**src/sv/epp_pkg.sv**
```systemverilog
// Shared types, constants and helper functions of the ego-motion position predictor.
// Depends on nothing; every other file imports it.
package epp_pkg;

  localparam int FRACTION_BITS     = 16;
  localparam int CORDIC_ITERATIONS = 16;

  // CORDIC datapath width: two integer bits of headroom above the angle range.
  localparam int CW        = FRACTION_BITS + 4;
  // Conditional subtract steps of the angle reduction (quotient below 2^18).
  localparam int RED_STEPS = 18;
  localparam int PROD_W    = 53;
  localparam int RED_W     = 53;
  localparam int DIFF_W    = 33;
  localparam int BASE_W    = 37;
  localparam int MUL_W     = DIFF_W + CW;
  localparam int ROT_W     = MUL_W + 1 - FRACTION_BITS;
  localparam int SUM_W     = ROT_W + 1;

  localparam longint PI_Q60   = 64'sh3243F6A8885A308D;
  localparam longint GAIN_Q32 = 64'sd2608131496;
  localparam logic [RED_W-1:0] TWO_PI_Q32 = 53'h6487ED511;

  // Round to nearest with ties upward, on elaboration-time constants.
  function automatic longint rnd_shr(longint v, int s);
    return (v + (64'sd1 <<< (s - 1))) >>> s;
  endfunction

  // Unsigned quotient by shift and conditional subtract, for elaboration-time constants.
  function automatic longint udiv_c(logic [63:0] num, logic [63:0] den);
    logic [63:0] q;
    logic [64:0] rem;
    q   = '0;
    rem = '0;
    for (int b = 63; b >= 0; b--) begin
      rem = {rem[63:0], num[b]};
      if (rem >= {1'b0, den}) begin
        rem  = rem - {1'b0, den};
        q[b] = 1'b1;
      end
    end
    return longint'(q);
  endfunction

  localparam logic signed [CW-1:0] PI_F      = CW'(rnd_shr(PI_Q60, 60 - FRACTION_BITS));
  localparam logic signed [CW-1:0] TWO_PI_F  = CW'(rnd_shr(2 * PI_Q60, 60 - FRACTION_BITS));
  localparam logic signed [CW-1:0] HALF_PI_F = CW'(rnd_shr(PI_Q60, 61 - FRACTION_BITS));
  localparam logic signed [CW-1:0] GAIN_F    = CW'(rnd_shr(GAIN_Q32, 32 - FRACTION_BITS));

  // atan(2^-i) from its series in Q.62, rounded to the CORDIC fraction.
  function automatic logic signed [CW-1:0] atan_f(int i);
    longint sum;
    longint term;
    int     e;
    sum = 0;
    if (i == 0) begin
      sum = PI_Q60;
    end else begin
      for (int k = 0; k < 64; k++) begin
        e = 62 - i * (2 * k + 1);
        if (e >= 0) begin
          term = udiv_c(64'd1 << e, 64'(2 * k + 1));
          if ((k & 1) == 1) sum = sum - term;
          else sum = sum + term;
        end
      end
    end
    return CW'(rnd_shr(sum, 62 - FRACTION_BITS));
  endfunction

  function automatic logic signed [31:0] sat32(logic signed [SUM_W-1:0] v);
    if ((&v[SUM_W-1:31]) || !(|v[SUM_W-1:31])) return v[31:0];
    else if (v[SUM_W-1]) return 32'sh8000_0000;
    else return 32'sh7FFF_FFFF;
  endfunction

  // Values that ride alongside the angle through the pipeline.
  typedef struct packed {
    logic signed [DIFF_W-1:0] dx;
    logic signed [DIFF_W-1:0] dy;
    logic signed [BASE_W-1:0] bx;
    logic signed [BASE_W-1:0] by;
    logic signed [31:0]       pz;
  } side_t;

endpackage

```
**src/sv/epp_cordic.sv**
```systemverilog
// Unrolled rotation-mode CORDIC, one iteration per register stage, plus the quadrant sign fix.
// Depends on epp_pkg.
module epp_cordic import epp_pkg::*; (
  input  logic                  clk_i,
  input  logic                  rst_ni,
  input  logic                  en_i,
  input  logic                  vld_i,
  input  logic signed [CW-1:0]  z_i,
  input  logic                  neg_i,
  input  side_t                 side_i,
  output logic                  vld_o,
  output logic signed [CW-1:0]  cos_o,
  output logic signed [CW-1:0]  sin_o,
  output side_t                 side_o
);

  logic                 vld_st  [CORDIC_ITERATIONS+1];
  logic signed [CW-1:0] x_st    [CORDIC_ITERATIONS+1];
  logic signed [CW-1:0] y_st    [CORDIC_ITERATIONS+1];
  logic signed [CW-1:0] z_st    [CORDIC_ITERATIONS+1];
  logic                 neg_st  [CORDIC_ITERATIONS+1];
  side_t                side_st [CORDIC_ITERATIONS+1];

  assign vld_st[0]  = vld_i;
  assign x_st[0]    = GAIN_F;
  assign y_st[0]    = '0;
  assign z_st[0]    = z_i;
  assign neg_st[0]  = neg_i;
  assign side_st[0] = side_i;

  for (genvar i = 0; i < CORDIC_ITERATIONS; i++) begin : g_iter
    localparam logic signed [CW-1:0] ANG = atan_f(i);
    logic                 vld_q, neg_q;
    logic signed [CW-1:0] x_q, y_q, z_q, xs, ys;
    side_t                side_q;

    assign xs = x_st[i] >>> i;
    assign ys = y_st[i] >>> i;

    always_ff @(posedge clk_i or negedge rst_ni) begin
      if (!rst_ni) vld_q <= 1'b0;
      else if (en_i) vld_q <= vld_st[i];
    end

    always_ff @(posedge clk_i) begin
      if (en_i) begin
        if (!z_st[i][CW-1]) begin
          x_q <= x_st[i] - ys;
          y_q <= y_st[i] + xs;
          z_q <= z_st[i] - ANG;
        end else begin
          x_q <= x_st[i] + ys;
          y_q <= y_st[i] - xs;
          z_q <= z_st[i] + ANG;
        end
        neg_q  <= neg_st[i];
        side_q <= side_st[i];
      end
    end

    assign vld_st[i+1]  = vld_q;
    assign x_st[i+1]    = x_q;
    assign y_st[i+1]    = y_q;
    assign z_st[i+1]    = z_q;
    assign neg_st[i+1]  = neg_q;
    assign side_st[i+1] = side_q;
  end

  logic                 ovld_q;
  logic signed [CW-1:0] cos_q, sin_q;
  side_t                oside_q;

  always_ff @(posedge clk_i or negedge rst_ni) begin
    if (!rst_ni) ovld_q <= 1'b0;
    else if (en_i) ovld_q <= vld_st[CORDIC_ITERATIONS];
  end

  always_ff @(posedge clk_i) begin
    if (en_i) begin
      cos_q   <= neg_st[CORDIC_ITERATIONS] ? -x_st[CORDIC_ITERATIONS] : x_st[CORDIC_ITERATIONS];
      sin_q   <= neg_st[CORDIC_ITERATIONS] ? -y_st[CORDIC_ITERATIONS] : y_st[CORDIC_ITERATIONS];
      oside_q <= side_st[CORDIC_ITERATIONS];
    end
  end

  assign vld_o  = ovld_q;
  assign cos_o  = cos_q;
  assign sin_o  = sin_q;
  assign side_o = oside_q;

endmodule

```
**config.mk**
```make
export PLATFORM = sky130hd
export DESIGN_NAME = epp_cordic
export DESIGN_NICKNAME = d
export VERILOG_FILES = /design/src/sv/epp_pkg.sv /design/src/sv/epp_cordic.sv
export SDC_FILE = /design/constraint.sdc
export NUM_CORES = 2
export LEC_CHECK = 0
export BUFFER_PORTS_ARGS = -buffer_cell sky130_fd_sc_hd__buf_2
export CORE_ASPECT_RATIO = 0.8
export CORE_UTILIZATION = 60
export CTS_CLUSTER_DIAMETER = 50
export CTS_CLUSTER_SIZE = 24
export DETAILED_ROUTE_END_ITERATION = 6
export PLACE_DENSITY = 0.76
export SLEW_MARGIN = 20
export SYNTH_ARGS = -nofsm -noshare
export SYNTH_HDL_FRONTEND = slang
export SYNTH_SLANG_ARGS = --single-unit
export TNS_END_PERCENT = 50
```
**constraint.sdc**
```tcl
create_clock -name clk_i -period 5.35 [get_ports clk_i]
set_input_delay 1.3375 -clock clk_i [delete_from_list [all_inputs] [get_ports clk_i]]
set_output_delay 1.3375 -clock clk_i [all_outputs]
set_load 0.005 [all_outputs]
```
# Word-level counts from Yosys, hierarchy flattened
# Index checks and enable logic that the tools add are counted.
[op_classes]
n_addsub = 92
n_mux = 48
[op_table]
columns = ["op", "count"]
rows = [
  ["20-bit 2-to-1 mux", 48],
  ["20-bit by 10-bit adder with 20-bit output", 2],
  ["20-bit by 11-bit adder with 20-bit output", 2],
  ["20-bit by 12-bit adder with 20-bit output", 2],
  ["20-bit by 12-bit adder with 20-bit output, second input constant", 2],
  ["20-bit by 13-bit adder with 20-bit output", 2],
  ["20-bit by 14-bit adder with 20-bit output", 2],
  ["20-bit by 15-bit adder with 20-bit output", 2],
  ["20-bit by 16-bit adder with 20-bit output", 2],
  ["20-bit by 16-bit adder with 20-bit output, second input constant", 2],
  ["20-bit by 17-bit adder with 20-bit output", 2],
  ["20-bit by 18-bit adder with 20-bit output", 2],
  ["20-bit by 5-bit adder with 20-bit output", 2],
  ["20-bit by 6-bit adder with 20-bit output", 2],
  ["20-bit by 7-bit adder with 20-bit output", 2],
  ["20-bit by 8-bit adder with 20-bit output", 2],
  ["20-bit by 9-bit adder with 20-bit output", 2],
  ["20-bit negator", 2],
  ["20-bit by 10-bit subtractor with 20-bit output", 2],
  ["20-bit by 11-bit subtractor with 20-bit output", 2],
  ["20-bit by 12-bit subtractor with 20-bit output", 2],
  ["20-bit by 12-bit subtractor with 20-bit output, second input constant", 2],
  ["20-bit by 13-bit subtractor with 20-bit output", 2],
  ["20-bit by 14-bit subtractor with 20-bit output", 2],
  ["other kinds (36)", 46],
]
[word_totals]
out_inout_bits = 213
reg_bits = 3917
in_bits = 197

# Depth between registers and ports, before layout
[depth]
word_depth = 2
mapped_depth = 17

# Worst setup path before layout
# No wires, ideal clock.
[synth_path]
path_kind = "reg-to-reg"
start = "register g_iter[11].x_q[15]"
end = "register g_iter[12].y_q[19] (data pin)"
slack_ns = 1.435
path_stages_with_launch = 15
t_arrival_ns = 3.655
path_cell_list = "edfxtp_1 or3_1 or4_1 ha_1 inv_1 o21ai_0 ha_1 a21o_1 a21oi_1 o21ba_2 o22ai_1 o21bai_1 or4b_2 a31oi_1 xnor2_1"
[synth_via]
elab_chain_len = 2
elab_cells_between_ends = 3
[synth_lines]
columns = ["element", "line", "source"]
rows = [
  ["start, declared", "epp_cordic.sv:34", "logic signed [CW-1:0] x_q, y_q, z_q, xs, ys;"],
  ["start signal, assigned", "epp_cordic.sv:48", "x_q <= x_st[i] - ys;"],
  ["start signal, assigned", "epp_cordic.sv:52", "x_q <= x_st[i] + ys;"],
  ["20-bit by 8-bit adder with 20-bit output or 20-bit by 8-bit subtractor with 20-bit output (tied branches)", "epp_cordic.sv:49, epp_cordic.sv:53", ""],
  ["20-bit 2-to-1 mux *", "epp_cordic.sv:47", "if (!z_st[i][CW-1]) begin"],
  ["end signal, assigned", "epp_cordic.sv:49", "y_q <= y_st[i] + xs;"],
  ["end signal, assigned", "epp_cordic.sv:53", "y_q <= y_st[i] - xs;"],
  ["end, declared", "epp_cordic.sv:34", ""],
]
# Every way passes the cells marked *; elsewhere a longest branch is shown, timed or not.
# A chain may end at the register's enable or synchronous reset.

# Worst setup path after layout
[layout_path]
start = "register g_iter[13].y_q[17]"
end = "register g_iter[14].x_q[18] (data pin)"
[layout_via]
elab_chain_len = 2
elab_cells_between_ends = 3
[layout_lines]
columns = ["element", "line"]
rows = [
  ["start, declared", "epp_cordic.sv:34"],
  ["start signal, assigned", "epp_cordic.sv:49"],
  ["start signal, assigned", "epp_cordic.sv:53"],
  ["20-bit by 6-bit subtractor with 20-bit output or 20-bit by 6-bit adder with 20-bit output (tied branches)", "epp_cordic.sv:48, epp_cordic.sv:52"],
  ["20-bit 2-to-1 mux *", "epp_cordic.sv:47"],
  ["end signal, assigned", "epp_cordic.sv:48"],
  ["end signal, assigned", "epp_cordic.sv:52"],
  ["end, declared", "epp_cordic.sv:34"],
]
# Marks and branches as above.

==> out/results.tsv <==
metric	value	unit
finalCritPeriodShare	0.8283	
dieArea	0.2627	sq mm
antenna_found_initial	14	
startpoint_type	register	
synthArstFlopShare	0.004411	
cp-end-kind	register	
wl_per_cell	19.90	um
ctsHoldBuffers	0	
rsz0062_at_grt	false	
synth-seq-cells	3854	
final_core_util	0.6688	
grt_pass1_vias	77980	
fmax	225.7	MHz
drv_slew	0	
numClockSinks	3854	
worst_slew_pin_slew	0.8931	ns
fin_crit	4.432	ns
synth.avg_cell_area	16.41	sq um
syn_inst	9532	
vias_per_cell	5.658	
chipHeight	458.6	um
initial_core_util	0.6036	
first_pass_iters	7	
gr-total-overflow	0	
hold_viol	0	
path_max_fanout	5	
cts_resized	0	
critPathArrivalTime	5.02	ns
r2r_setup_slack	0.92	ns
tritoncts	done	
final_common_cell	edfxtp_1	
core	0.2591	sq mm
max-clock-path-buffers	4	
postCtsSetupBuffers	0	
drive_gt1_frac	0.1050	
timing.setup.tns	0	ns
rows	167	
synth_cell_types	94	
fin_nets	11330	
final_cell_mix	edfxtp_1, ha_1, a21oi_1, xnor2_1, nor2_1	
setup_viol	0	
r2r_cells	14	
cts_root_buf	clkbuf_16	
outcome	complete, but fails checks	
maxSlewHeadroom	0.4040	
grt_use_total	0.2087	
die_w	572.8	um
gp_congestion	0.8923	
drtIter0Drc	6287	
synth_nets	10590	
yosysSeqAreaShare	0.7395	
skew	0.08198	ns
reg2reg_from	g_iter[13].y_q[17]	
synth_edf_count	3837	
violations	DRC	
synthFlopType	edfxtp_1	
clkLatencyLatePin	0.86	ns
drc_errors	72	
ant_nets	0	
fin_hold_ws	0.3912	ns
wl	277.0	mm
ys_warn_count	0	
grt_pass1_wl	430.7	mm
worst-setup-path-type	register to register	
portBuffers	409	
cts_buffers	284	
cts_htree_levels	5	
rr_endpoint	g_iter[14].x_q[18]	
syn_area	0.1564	sq mm
area_delta_synth_final	10.80	%
grt_start_max_net_pins	138	
required	5.94	ns
cap_violations	0	
hp-class	input port to async pin	
hpwlAfterDp	180.9	mm
clk_pin_slew_worst_paths	0.08	ns
io_pins	410	
via_count	78780	
==> synthesized netlist by cell type (44+ instances only) <==
| library cell | n | area, sq um |
|---|---|---|
| clkbuf_1 | 77 | 289.0 |
| xor2_1 | 332 | 2908 |
| nand3_1 | 99 | 495.5 |
| o21ai_0 | 318 | 1592 |
| a21oi_1 | 650 | 3253 |
| ha_1 | 821 | 10270 |
| mux2_2 | 46 | 518.0 |
| inv_1 | 368 | 1381 |
| or3_1 | 47 | 294.0 |
| o21a_1 | 69 | 518.0 |
| nor2b_1 | 94 | 588.1 |
| a21o_1 | 264 | 1982 |
| o21bai_1 | 76 | 570.6 |
| edfxtp_1 | 3837 | 115200 |
| and3_1 | 47 | 294.0 |
| a31oi_1 | 62 | 387.9 |
| nand2_1 | 310 | 1164 |
| nand2b_1 | 67 | 419.2 |
| nor2_1 | 515 | 1933 |
| nor3_1 | 175 | 875.8 |
| fa_1 | 44 | 880.8 |
| xnor2_1 | 619 | 5421 |
==> registers in the layout, indices dropped and copies added, names as in the netlist <==
signal / flops
g_iter.z_q: 263
vld_o: 1
g_iter.y_q: 300
side_o: 172
cos_o: 20
g_iter.x_q: 294
sin_o: 20
g_iter.side_q: 2752
g_iter.vld_q: 16
g_iter.neg_q: 16
==> layer usage <==
metal  vias to the layer above  GRT usage  share of wire
li1                      37820          -              -
met1                     38680     0.2983           0.46
met2                      1878     0.3448           0.47
met3                       401    0.02616          0.048
met4                         4    0.05150          0.022
met5                         -          0       0.000094
==> cell families (layout without fill, tap and decap cells) <==
kind of cell	after synthesis	after routing	synth area share
flip-flops	3854	3854	0.7395
AO/OA/AOI/OAI	1787	1787	0.07202
AND/OR/NAND/NOR	1541	1541	0.04749
XOR/XNOR	952	952	0.05340
adder cells (fa/ha/maj)	866	866	0.07138
buffers and inverters	455	1373	0.01092
multiplexers	76	76	0.005312
other	1	10	0.00002398
==> final cells by class <==
class                      count  area, sq um
clock inverter               169         2068
clock buffer                 303         7370
tap                         3464         4334
antenna                        9        22.52
inverter                     370         1389
fill                       17210        85810
timing repair buffer         531         3418
sequential                  3854       115600
multi-input combinational   5223        39040
==> worst max-delay path: stages (launching register included) <==
cell      delay (ns)
edfxtp_1        0.46
or3_1           0.41
or3_1           0.37
nand2b_1        0.16
ha_1            0.27
a21oi_1         0.38
ha_1            0.37
inv_1           0.10
nor2_1          0.06
a22o_1          0.19
o41ai_1         0.61
o311ai_0        0.33
a21o_1          0.25
a21oi_1         0.18
xnor2_1         0.08
==> through the flow <==
step	instances	area [sq um]	worst slack [ns]
2_1_floorplan	9532	156400	1.435
3_3_place_gp	13440	163800	0.9374
3_5_place_dp	13440	163800	0.9368
4_1_cts	13910	173200	0.9546
5_1_grt	13920	173300	0.5643
6_report	13920	173300	0.9184
==> how the worst max path moves through the flow <==
| stage | startpoint | to | slack [ns] | depth (start not counted) |
|---|---|---|---|---|
| final | g_iter[13].y_q[17] | g_iter[14].x_q[18] | 0.92 | 14 |
| after global routing | g_iter[2].y_q[6] | g_iter[3].x_q[19] | 0.56 | 14 |
| after global placement | g_iter[7].z_q[19] | g_iter[8].y_q[19] | 0.94 | 11 |
| after CTS | g_iter[13].y_q[17] | g_iter[14].x_q[18] | 0.95 | 14 |
| after detailed placement | g_iter[13].y_q[17] | g_iter[14].x_q[18] | 0.94 | 14 |
| after floorplan | g_iter[11].x_q[15] | g_iter[12].y_q[19] | 1.44 | 14 |
Power is not shown: default switching activity piles up to over one toggle a cycle in this logic, so the estimate is an artifact.
