--- src/sv/epp_pkg.sv ---
// Shared types, constants and helper functions of the ego-motion position predictor.
// Depends on nothing; every other file imports it.
package epp_pkg;

  localparam int FRACTION_BITS     = 16;
  localparam int CORDIC_ITERATIONS = 16;

  // CORDIC datapath width: two integer bits of headroom above the angle range.
  localparam int CW        = FRACTION_BITS + 4;
  // Conditional subtract steps of the angle reduction (quotient below 2^18).
  localparam int RED_STEPS = 18;
  localparam int PROD_W    = 53;
  localparam int RED_W     = 53;
  localparam int DIFF_W    = 33;
  localparam int BASE_W    = 37;
  localparam int MUL_W     = DIFF_W + CW;
  localparam int ROT_W     = MUL_W + 1 - FRACTION_BITS;
  localparam int SUM_W     = ROT_W + 1;

  localparam longint PI_Q60   = 64'sh3243F6A8885A308D;
  localparam longint GAIN_Q32 = 64'sd2608131496;
  localparam logic [RED_W-1:0] TWO_PI_Q32 = 53'h6487ED511;

  // Round to nearest with ties upward, on elaboration-time constants.
  function automatic longint rnd_shr(longint v, int s);
    return (v + (64'sd1 <<< (s - 1))) >>> s;
  endfunction

  // Unsigned quotient by shift and conditional subtract, for elaboration-time constants.
  function automatic longint udiv_c(logic [63:0] num, logic [63:0] den);
    logic [63:0] q;
    logic [64:0] rem;
    q   = '0;
    rem = '0;
    for (int b = 63; b >= 0; b--) begin
      rem = {rem[63:0], num[b]};
      if (rem >= {1'b0, den}) begin
        rem  = rem - {1'b0, den};
        q[b] = 1'b1;
      end
    end
    return longint'(q);
  endfunction

  localparam logic signed [CW-1:0] PI_F      = CW'(rnd_shr(PI_Q60, 60 - FRACTION_BITS));
  localparam logic signed [CW-1:0] TWO_PI_F  = CW'(rnd_shr(2 * PI_Q60, 60 - FRACTION_BITS));
  localparam logic signed [CW-1:0] HALF_PI_F = CW'(rnd_shr(PI_Q60, 61 - FRACTION_BITS));
  localparam logic signed [CW-1:0] GAIN_F    = CW'(rnd_shr(GAIN_Q32, 32 - FRACTION_BITS));

  // atan(2^-i) from its series in Q.62, rounded to the CORDIC fraction.
  function automatic logic signed [CW-1:0] atan_f(int i);
    longint sum;
    longint term;
    int     e;
    sum = 0;
    if (i == 0) begin
      sum = PI_Q60;
    end else begin
      for (int k = 0; k < 64; k++) begin
        e = 62 - i * (2 * k + 1);
        if (e >= 0) begin
          term = udiv_c(64'd1 << e, 64'(2 * k + 1));
          if ((k & 1) == 1) sum = sum - term;
          else sum = sum + term;
        end
      end
    end
    return CW'(rnd_shr(sum, 62 - FRACTION_BITS));
  endfunction

  function automatic logic signed [31:0] sat32(logic signed [SUM_W-1:0] v);
    if ((&v[SUM_W-1:31]) || !(|v[SUM_W-1:31])) return v[31:0];
    else if (v[SUM_W-1]) return 32'sh8000_0000;
    else return 32'sh7FFF_FFFF;
  endfunction

  // Values that ride alongside the angle through the pipeline.
  typedef struct packed {
    logic signed [DIFF_W-1:0] dx;
    logic signed [DIFF_W-1:0] dy;
    logic signed [BASE_W-1:0] bx;
    logic signed [BASE_W-1:0] by;
    logic signed [31:0]       pz;
  } side_t;

endpackage

--- src/sv/epp_reduce.sv ---
// Angle reduction modulo two pi by restoring subtraction, then rounding and quadrant fold.
// Depends on epp_pkg.
module epp_reduce import epp_pkg::*; (
  input  logic                  clk_i,
  input  logic                  rst_ni,
  input  logic                  en_i,
  input  logic                  vld_i,
  input  logic [RED_W-1:0]      ang_i,
  input  side_t                 side_i,
  output logic                  vld_o,
  output logic signed [CW-1:0]  z_o,
  output logic                  neg_o,
  output side_t                 side_o
);

  localparam logic [35:0] ZHALF = 36'(1) << (31 - FRACTION_BITS);

  logic             vld_st  [RED_STEPS+1];
  logic [RED_W-1:0] v_st    [RED_STEPS+1];
  side_t            side_st [RED_STEPS+1];

  assign vld_st[0]  = vld_i;
  assign v_st[0]    = ang_i;
  assign side_st[0] = side_i;

  for (genvar j = 0; j < RED_STEPS; j++) begin : g_red
    localparam logic [RED_W-1:0] SUB = TWO_PI_Q32 << (RED_STEPS - 1 - j);
    logic             vld_q;
    logic [RED_W-1:0] v_q;
    side_t            side_q;

    always_ff @(posedge clk_i or negedge rst_ni) begin
      if (!rst_ni) vld_q <= 1'b0;
      else if (en_i) vld_q <= vld_st[j];
    end

    always_ff @(posedge clk_i) begin
      if (en_i) begin
        v_q    <= (v_st[j] >= SUB) ? v_st[j] - SUB : v_st[j];
        side_q <= side_st[j];
      end
    end

    assign vld_st[j+1]  = vld_q;
    assign v_st[j+1]    = v_q;
    assign side_st[j+1] = side_q;
  end

  logic [35:0]           zr;
  logic signed [CW-1:0]  z0, z1, z_d, z_q;
  logic                  neg_d, neg_q, fvld_q;
  side_t                 fside_q;

  always_comb begin
    zr    = (36'(v_st[RED_STEPS][34:0]) + ZHALF) >> (32 - FRACTION_BITS);
    z0    = signed'(CW'(zr));
    z1    = (z0 > PI_F) ? z0 - TWO_PI_F : z0;
    z_d   = z1;
    neg_d = 1'b0;
    // Outside the right half plane, rotate by pi and negate sine and cosine later.
    if (z1 > HALF_PI_F) begin
      z_d   = z1 - PI_F;
      neg_d = 1'b1;
    end else if (z1 < -HALF_PI_F) begin
      z_d   = z1 + PI_F;
      neg_d = 1'b1;
    end
  end

  always_ff @(posedge clk_i or negedge rst_ni) begin
    if (!rst_ni) fvld_q <= 1'b0;
    else if (en_i) fvld_q <= vld_st[RED_STEPS];
  end

  always_ff @(posedge clk_i) begin
    if (en_i) begin
      z_q     <= z_d;
      neg_q   <= neg_d;
      fside_q <= side_st[RED_STEPS];
    end
  end

  assign vld_o  = fvld_q;
  assign z_o    = z_q;
  assign neg_o  = neg_q;
  assign side_o = fside_q;

`ifndef SYNTHESIS
  a_reduced: assert property (@(posedge clk_i) disable iff (!rst_ni)
    vld_st[RED_STEPS] |-> (v_st[RED_STEPS] < TWO_PI_Q32))
    else $error("angle left the reduction at or above two pi");

  a_folded: assert property (@(posedge clk_i) disable iff (!rst_ni)
    fvld_q |-> (z_q <= HALF_PI_F && z_q >= -HALF_PI_F))
    else $error("folded angle outside plus or minus pi/2");
`endif

endmodule

--- config.mk ---
export PLATFORM = sky130hd
export DESIGN_NAME = epp_reduce
export DESIGN_NICKNAME = d
export VERILOG_FILES = /design/src/sv/epp_pkg.sv /design/src/sv/epp_reduce.sv
export SDC_FILE = /design/constraint.sdc
export NUM_CORES = 2
export LEC_CHECK = 0
export ABC_CLOCK_PERIOD_IN_PS = 6700
export BUFFER_PORTS_ARGS = -buffer_cell sky130_fd_sc_hd__buf_2
export CORE_MARGIN = 1.5
export CORE_UTILIZATION = 55
export CTS_BUF_LIST = sky130_fd_sc_hd__clkbuf_8
export DETAILED_ROUTE_END_ITERATION = 7
export PLACE_DENSITY = 0.69
export SYNTH_ARGS = -nofsm -noshare
export SYNTH_HDL_FRONTEND = slang
export SYNTH_SLANG_ARGS = --single-unit
--- constraint.sdc ---
create_clock -name clk_i -period 6.7 [get_ports clk_i]
set_clock_uncertainty 0.15 [all_clocks]
set_input_delay 1.34 -clock clk_i [delete_from_list [all_inputs] [get_ports clk_i]]
set_output_delay 1.34 -clock clk_i [all_outputs]
set_load 0.005 [all_outputs]
# Word-level counts from Yosys, hierarchy flattened
# Cells that the tools add are included.
dict set report word_totals {
  register_bits 4244
  output_inout_bits 194
  wordCells 199
  inputBits 229
}
dict set report classes {
  n_lt_le_gt_ge 21
  n_addsub 22
  n_mux 22
}
# operator n
set ops {}
lappend ops {{2-to-1 mux 53 bit} 17}
lappend ops {{2-to-1 mux 20 bit} 3}
lappend ops {{greater-or-equal comparator 53 x 35 -> 1 bit, second input constant} 1}
lappend ops {{greater-or-equal comparator 53 x 36 -> 1 bit, second input constant} 1}
lappend ops {{greater-or-equal comparator 53 x 37 -> 1 bit, second input constant} 1}
lappend ops {{greater-or-equal comparator 53 x 38 -> 1 bit, second input constant} 1}
lappend ops {{greater-or-equal comparator 53 x 39 -> 1 bit, second input constant} 1}
lappend ops {{greater-or-equal comparator 53 x 40 -> 1 bit, second input constant} 1}
lappend ops {{greater-or-equal comparator 53 x 41 -> 1 bit, second input constant} 1}
lappend ops {{greater-or-equal comparator 53 x 42 -> 1 bit, second input constant} 1}
lappend ops {{greater-or-equal comparator 53 x 43 -> 1 bit, second input constant} 1}
lappend ops {{greater-or-equal comparator 53 x 44 -> 1 bit, second input constant} 1}
lappend ops {{greater-or-equal comparator 53 x 45 -> 1 bit, second input constant} 1}
lappend ops {{greater-or-equal comparator 53 x 46 -> 1 bit, second input constant} 1}
lappend ops {{greater-or-equal comparator 53 x 47 -> 1 bit, second input constant} 1}
lappend ops {{greater-or-equal comparator 53 x 48 -> 1 bit, second input constant} 1}
lappend ops {{greater-or-equal comparator 53 x 49 -> 1 bit, second input constant} 1}
lappend ops {{greater-or-equal comparator 53 x 50 -> 1 bit, second input constant} 1}
lappend ops {{greater-or-equal comparator 53 x 51 -> 1 bit, second input constant} 1}
lappend ops {{greater-or-equal comparator 53 x 52 -> 1 bit, second input constant} 1}
lappend ops {{subtractor 53 x 36 -> 53 bit, second input constant} 1}
lappend ops {{subtractor 53 x 37 -> 53 bit, second input constant} 1}
lappend ops {{subtractor 53 x 38 -> 53 bit, second input constant} 1}
lappend ops {{subtractor 53 x 39 -> 53 bit, second input constant} 1}
lappend ops {{23 further kinds} 23}

# Logic depth before layout (Yosys ltp)
dict set report logic_depth {
  ltp_word 6
  mapped_depth 19
  ltp_nobuf 15
}

# Least setup slack after synthesis
# Ideal clock, no wire load.
dict set report synth_path {
  kind {reg-to-reg}
  startpoint {register g_red[17].v_q[15]}
  endpoint {register z_q[18], in the netlist z_o[18], data pin}
  arrival_ps 4242
  setup_time_ps 272
  path_buffers 2
  synth_period_minus_slack_ps 4663
  path_slack_ps 2037
  stages_incl_launch_ff 17
  t_required_ps 6278
  path_cell_list {edfxtp_1 -> ha_1 -> clkbuf_1 -> nand4_1 -> nor3_1 -> nand4_1 -> xor2_1 -> nand3b_1 -> o21ai_1 -> clkbuf_1 -> mux2i_1 -> ha_1 -> a311oi_1 -> or3_1 -> a21boi_1 -> mux2i_1 -> o311ai_1}
}
dict set report synth_between {
  elab_chain_len 6
  elab_cells_between_ends 10
  cone_classes {add/sub (4); order compare (3); mux (3)}
}
# item line_no
set synth_lines {}
lappend synth_lines {{from (decl)} epp_reduce.sv:29} ;# logic [RED_W-1:0] v_q;
lappend synth_lines {{from (signal assigned)} epp_reduce.sv:39} ;# v_q <= (v_st[j] >= SUB) ? v_st[j] - SUB : v_st[j];
lappend synth_lines {{adder 35 x 16 -> 36 bit (*)} epp_reduce.sv:55} ;# zr = (36'(v_st[RED_STEPS][34:0]) + ZHALF) >> (32 - FRACTION_BITS);
lappend synth_lines {{subtractor 20 bit or greater-than comparator 20 x 19 -> 1 bit (tied branches)} epp_reduce.sv:57} ;# z1 = (z0 > PI_F) ? z0 - TWO_PI_F : z0;
lappend synth_lines {{2-to-1 mux 20 bit (*)} epp_reduce.sv:57}
lappend synth_lines {{adder 20 x 19 -> 20 bit or < comparator 20 x 18 -> 1 bit (tied branches)} {epp_reduce.sv:65, epp_reduce.sv:64}}
lappend synth_lines {{2-to-1 mux 20 bit} epp_reduce.sv:64} ;# end else if (z1 < -HALF_PI_F) begin
lappend synth_lines {{2-to-1 mux 20 bit (*)} epp_reduce.sv:61} ;# if (z1 > HALF_PI_F) begin
lappend synth_lines {{net z_d[18]} epp_reduce.sv:50} ;# logic signed [CW-1:0] z0, z1, z_d, z_q;
lappend synth_lines {{to (signal assigned)} epp_reduce.sv:77} ;# z_q <= z_d;
lappend synth_lines {{to (decl)} epp_reduce.sv:50}
# Mark *: on every way through the listed nets, which the timed path passes. The rest lies on a longest branch.
# A chain may end at the register's enable or synchronous reset.

# Worst setup path in the final report
dict set report layout_path {
  startpoint {register g_red[17].v_q[18]}
  endpoint {register z_q[4], in the netlist z_o[4], data pin}
}
# Same word-level chain as after synthesis.

==> flow_summary.ini <==
[worst_setup_path]
worstSetupStartpoint = g_red[17].v_q[18]
setup.worst_path.start_class = register
timing.critical_path.slowest_stage_cell = sky130_fd_sc_hd__or4_1
criticalPathCategory = reg2reg
reg2reg_from = g_red[17].v_q[18]
setup.worst_path.end_class = register
timing.critical_path.fanout_max = 15
critPathMaxStageDelay_ns = 0.76
path_cells = nand4_1 > or4_1 > or4_4 > a211oi_4 > o21ai_2 > a21oi_2 > mux2i_1 > a31oi_4 > and3b_1 > a31oi_1 > and2_1 > a32oi_1 > xnor2_1
required_ns = 7.37
worstPathArrival_ns = 6.69

[die]
dieHeight_um = 521
die-area_um2 = 271000
rows = 189
die_width_um = 521
core_box_area_um2 = 266000
top_level_ports = 423
initial_cell_density_of_the_core = 0.554

[timing]
finalMaxSlewViolations = 0
hold_viol = 0
final.period_utilization = 0.898
timing.final.setup_violations = 0
hold_slack_ns = 0.241
layout_setup_ws_ns = 0.683
totalNegativeSetupSlack_ns = 0
achievable-frequency_mhz = 166
grt_setup_unrepaired = no
max-slew-margin-rel = 0.0835
period_minus_slack_ns = 6.02
slew_of_the_pin_with_the_lowest_slew_margin_ns = 1.34

[place]
detailedPlacementHpwl_um = 137000
number_of_port_buffers = 422
gpl.final_weighted_congestion = 0.909
place.detailed.instances = 11500
dpl-instance-area_um2 = 155000
post-place-ws_ns = 0.664

[global_routing]
grt_start_max_net_pins = 196
first_global_vias = 65500
grt_pass1_wl_um = 343000
antenna_violations_before_repair = 13
total_routing_resource_utilization_after_global_routing = 0.158
gr-total-overflow = 0

[cts]
htree_num_levels = 6
tritoncts_clock_tree = yes
clock_sinks = 4229
clock_transition_at_the_registers_of_the_reported_paths_ns = 0.06
cts_setup_buffers = 0
clk_root_buffer_cell = sky130_fd_sc_hd__clkbuf_8
clock_latency_ns = 1.12
postCtsResizedCells = 0
cts-root-to-sink-buffers = 4
cts_buffers = 644

[synthesis]
yosysUniqueCellTypes = 89
synth.cell_area_um2 = 148000
syn_nets = 7766
synthArstFlopShare = 0.00449
yosys.area.top_type = sky130_fd_sc_hd__edfxtp_1
yosysSeqAreaShare = 0.860
ys_ff_latch = 4229
synth_ff_type = sky130_fd_sc_hd__edfxtp_1
post_synth_main_area_contributors = sky130_fd_sc_hd__edfxtp_1 (86%), sky130_fd_sc_hd__xnor2_1 (2.4%), sky130_fd_sc_hd__xor2_1 (2.3%), sky130_fd_sc_hd__nand2_1 (1.1%), sky130_fd_sc_hd__nor2_1 (0.92%)
synth_enable_flop_cells = 4210
synth_largest_type_area_fraction = 0.857
synth-warning-count = 0
synth_area_per_cell_um2 = 19.7
syn-instance-count = 7507

[cells_and_area]
layout-drive-gt1-share = 0.153
final_core_utilization = 0.626
stdcell_area_um2 = 166000
top_library_cells_by_usage_in_the_layout_fill_and_taps_aside = sky130_fd_sc_hd__edfxtp_1 (4,210), sky130_fd_sc_hd__clkbuf_8 (646), sky130_fd_sc_hd__nand2_1 (441)
finalNetCount = 8835
fin_cells = 12600
most_common_cell_after_layout_fill_and_taps_aside = sky130_fd_sc_hd__edfxtp_1
area.growth.synth_to_final_pct = 12.8

[power_and_ir_drop]
power.density_nw_per_um2 = 356
vdd_drop_max_mv = 0.256
p_total_mw = 59.2
power_leakage_nw = 58.3

[flow_run]
max_cap_violation_count = 0

[drt]
vias_per_cell = 5.15
avgRoutedWirePerCell_um = 17.3
drt_iter0_drc = 4826
first_pass_iters = 6
totalWireLength_um = 218000
vias = 64900
drc_errors = 0
ant_nets = 0

[hold_path]
worstHoldPathType = reg2reg
holdCritStartpoint = g_red[17].side_q[127]

[run_status]
run_status = completed
-- state kept, by name, indices dropped and copies added (netlist names) --
register,cells
vld_o,1
g_red.vld_q,18
g_red.side_q,3096
neg_o,1
side_o,172
z_o,20
g_red.v_q,921
-- critical path, delay by kind of cell, from the launching register on --
family	cells	cell delay, ns
AND/OR/NAND/NOR	5	2.56
multiplexers	1	0.43
XOR/XNOR	1	0.19
flip-flops	1	0.56
AO/OA/AOI/OAI	6	1.87
-- area by class of cell --
cell class	instances	area [um^2]
Timing Repair Buffer	513	3100
Multi-Input combinational cell	3088	19900
Clock inverter	491	2840
Tap cell	3533	4420
Sequential cell	4229	127000
Clock buffer	646	8890
Inverter	100	375
Fill cell	18200	99600
Antenna cell	2	5.00
-- Yosys cell counts, types with 34 or more instances --
| cell | instances |
|---|---|
| sky130_fd_sc_hd__inv_1 | 100 |
| sky130_fd_sc_hd__nor3_1 | 176 |
| sky130_fd_sc_hd__a211oi_1 | 34 |
| sky130_fd_sc_hd__or4_1 | 37 |
| sky130_fd_sc_hd__and3_1 | 43 |
| sky130_fd_sc_hd__edfxtp_1 | 4210 |
| sky130_fd_sc_hd__clkbuf_1 | 75 |
| sky130_fd_sc_hd__nand2_1 | 441 |
| sky130_fd_sc_hd__xnor2_1 | 412 |
| sky130_fd_sc_hd__a21oi_1 | 126 |
| sky130_fd_sc_hd__nand4_1 | 56 |
| sky130_fd_sc_hd__nor4_1 | 152 |
| sky130_fd_sc_hd__nand3_1 | 100 |
| sky130_fd_sc_hd__a21o_1 | 60 |
| sky130_fd_sc_hd__xor2_1 | 383 |
| sky130_fd_sc_hd__or3_1 | 38 |
| sky130_fd_sc_hd__o21ai_0 | 134 |
| sky130_fd_sc_hd__nor2_1 | 361 |
-- routing by layer --
layer  track usage  wire, um
met5             0        30
met3        0.0322     10200
met2         0.256    105000
met4        0.0742      8200
met1         0.208     95200
-- repair_timing --
| item | CTS | global route |
|---|---|---|
| hold buffers | 1 | 0 |
| setup endpoints to repair | 0 | 0 |
| hold endpoints to repair | 19 | 0 |
-- kinds of logic (layout without fill, tap and decap cells) --
group           Yosys count  count (layout)  share of synthesized area
flops                  4229            4229                      0.860
simple gates           1613            1613                     0.0545
xor+xnor                795             795                     0.0472
compound gates          619             619                     0.0283
buf+inv                 190            1750                    0.00500
mux                      31              31                    0.00228
fa+ha+maj                30              30                    0.00254
other cells               0               2                          0
-- final timing paths --
path	end	cells after the start	slack (ns)
max in group asynchronous	g_red[14].vld_q	2	5.54
setup reg to reg	z_o[4]	13	0.68
min in group asynchronous	g_red[16].vld_q	2	0.57
hold reg to reg	side_o[127]	0	0.24
hold / removal	side_o[127]	0	0.24
setup / recovery	z_o[4]	13	0.68
-- power breakdown --
| group | internal, mW | leakage, nW | switching (mW) |
|---|---|---|---|
| sequential | 32.6 | 41.4 | 1.74 |
| combinational | 2.42 | 10.1 | 3.45 |
| clock | 9.64 | 6.74 | 9.42 |
Note: power is estimated with default switching activity, not from simulation.
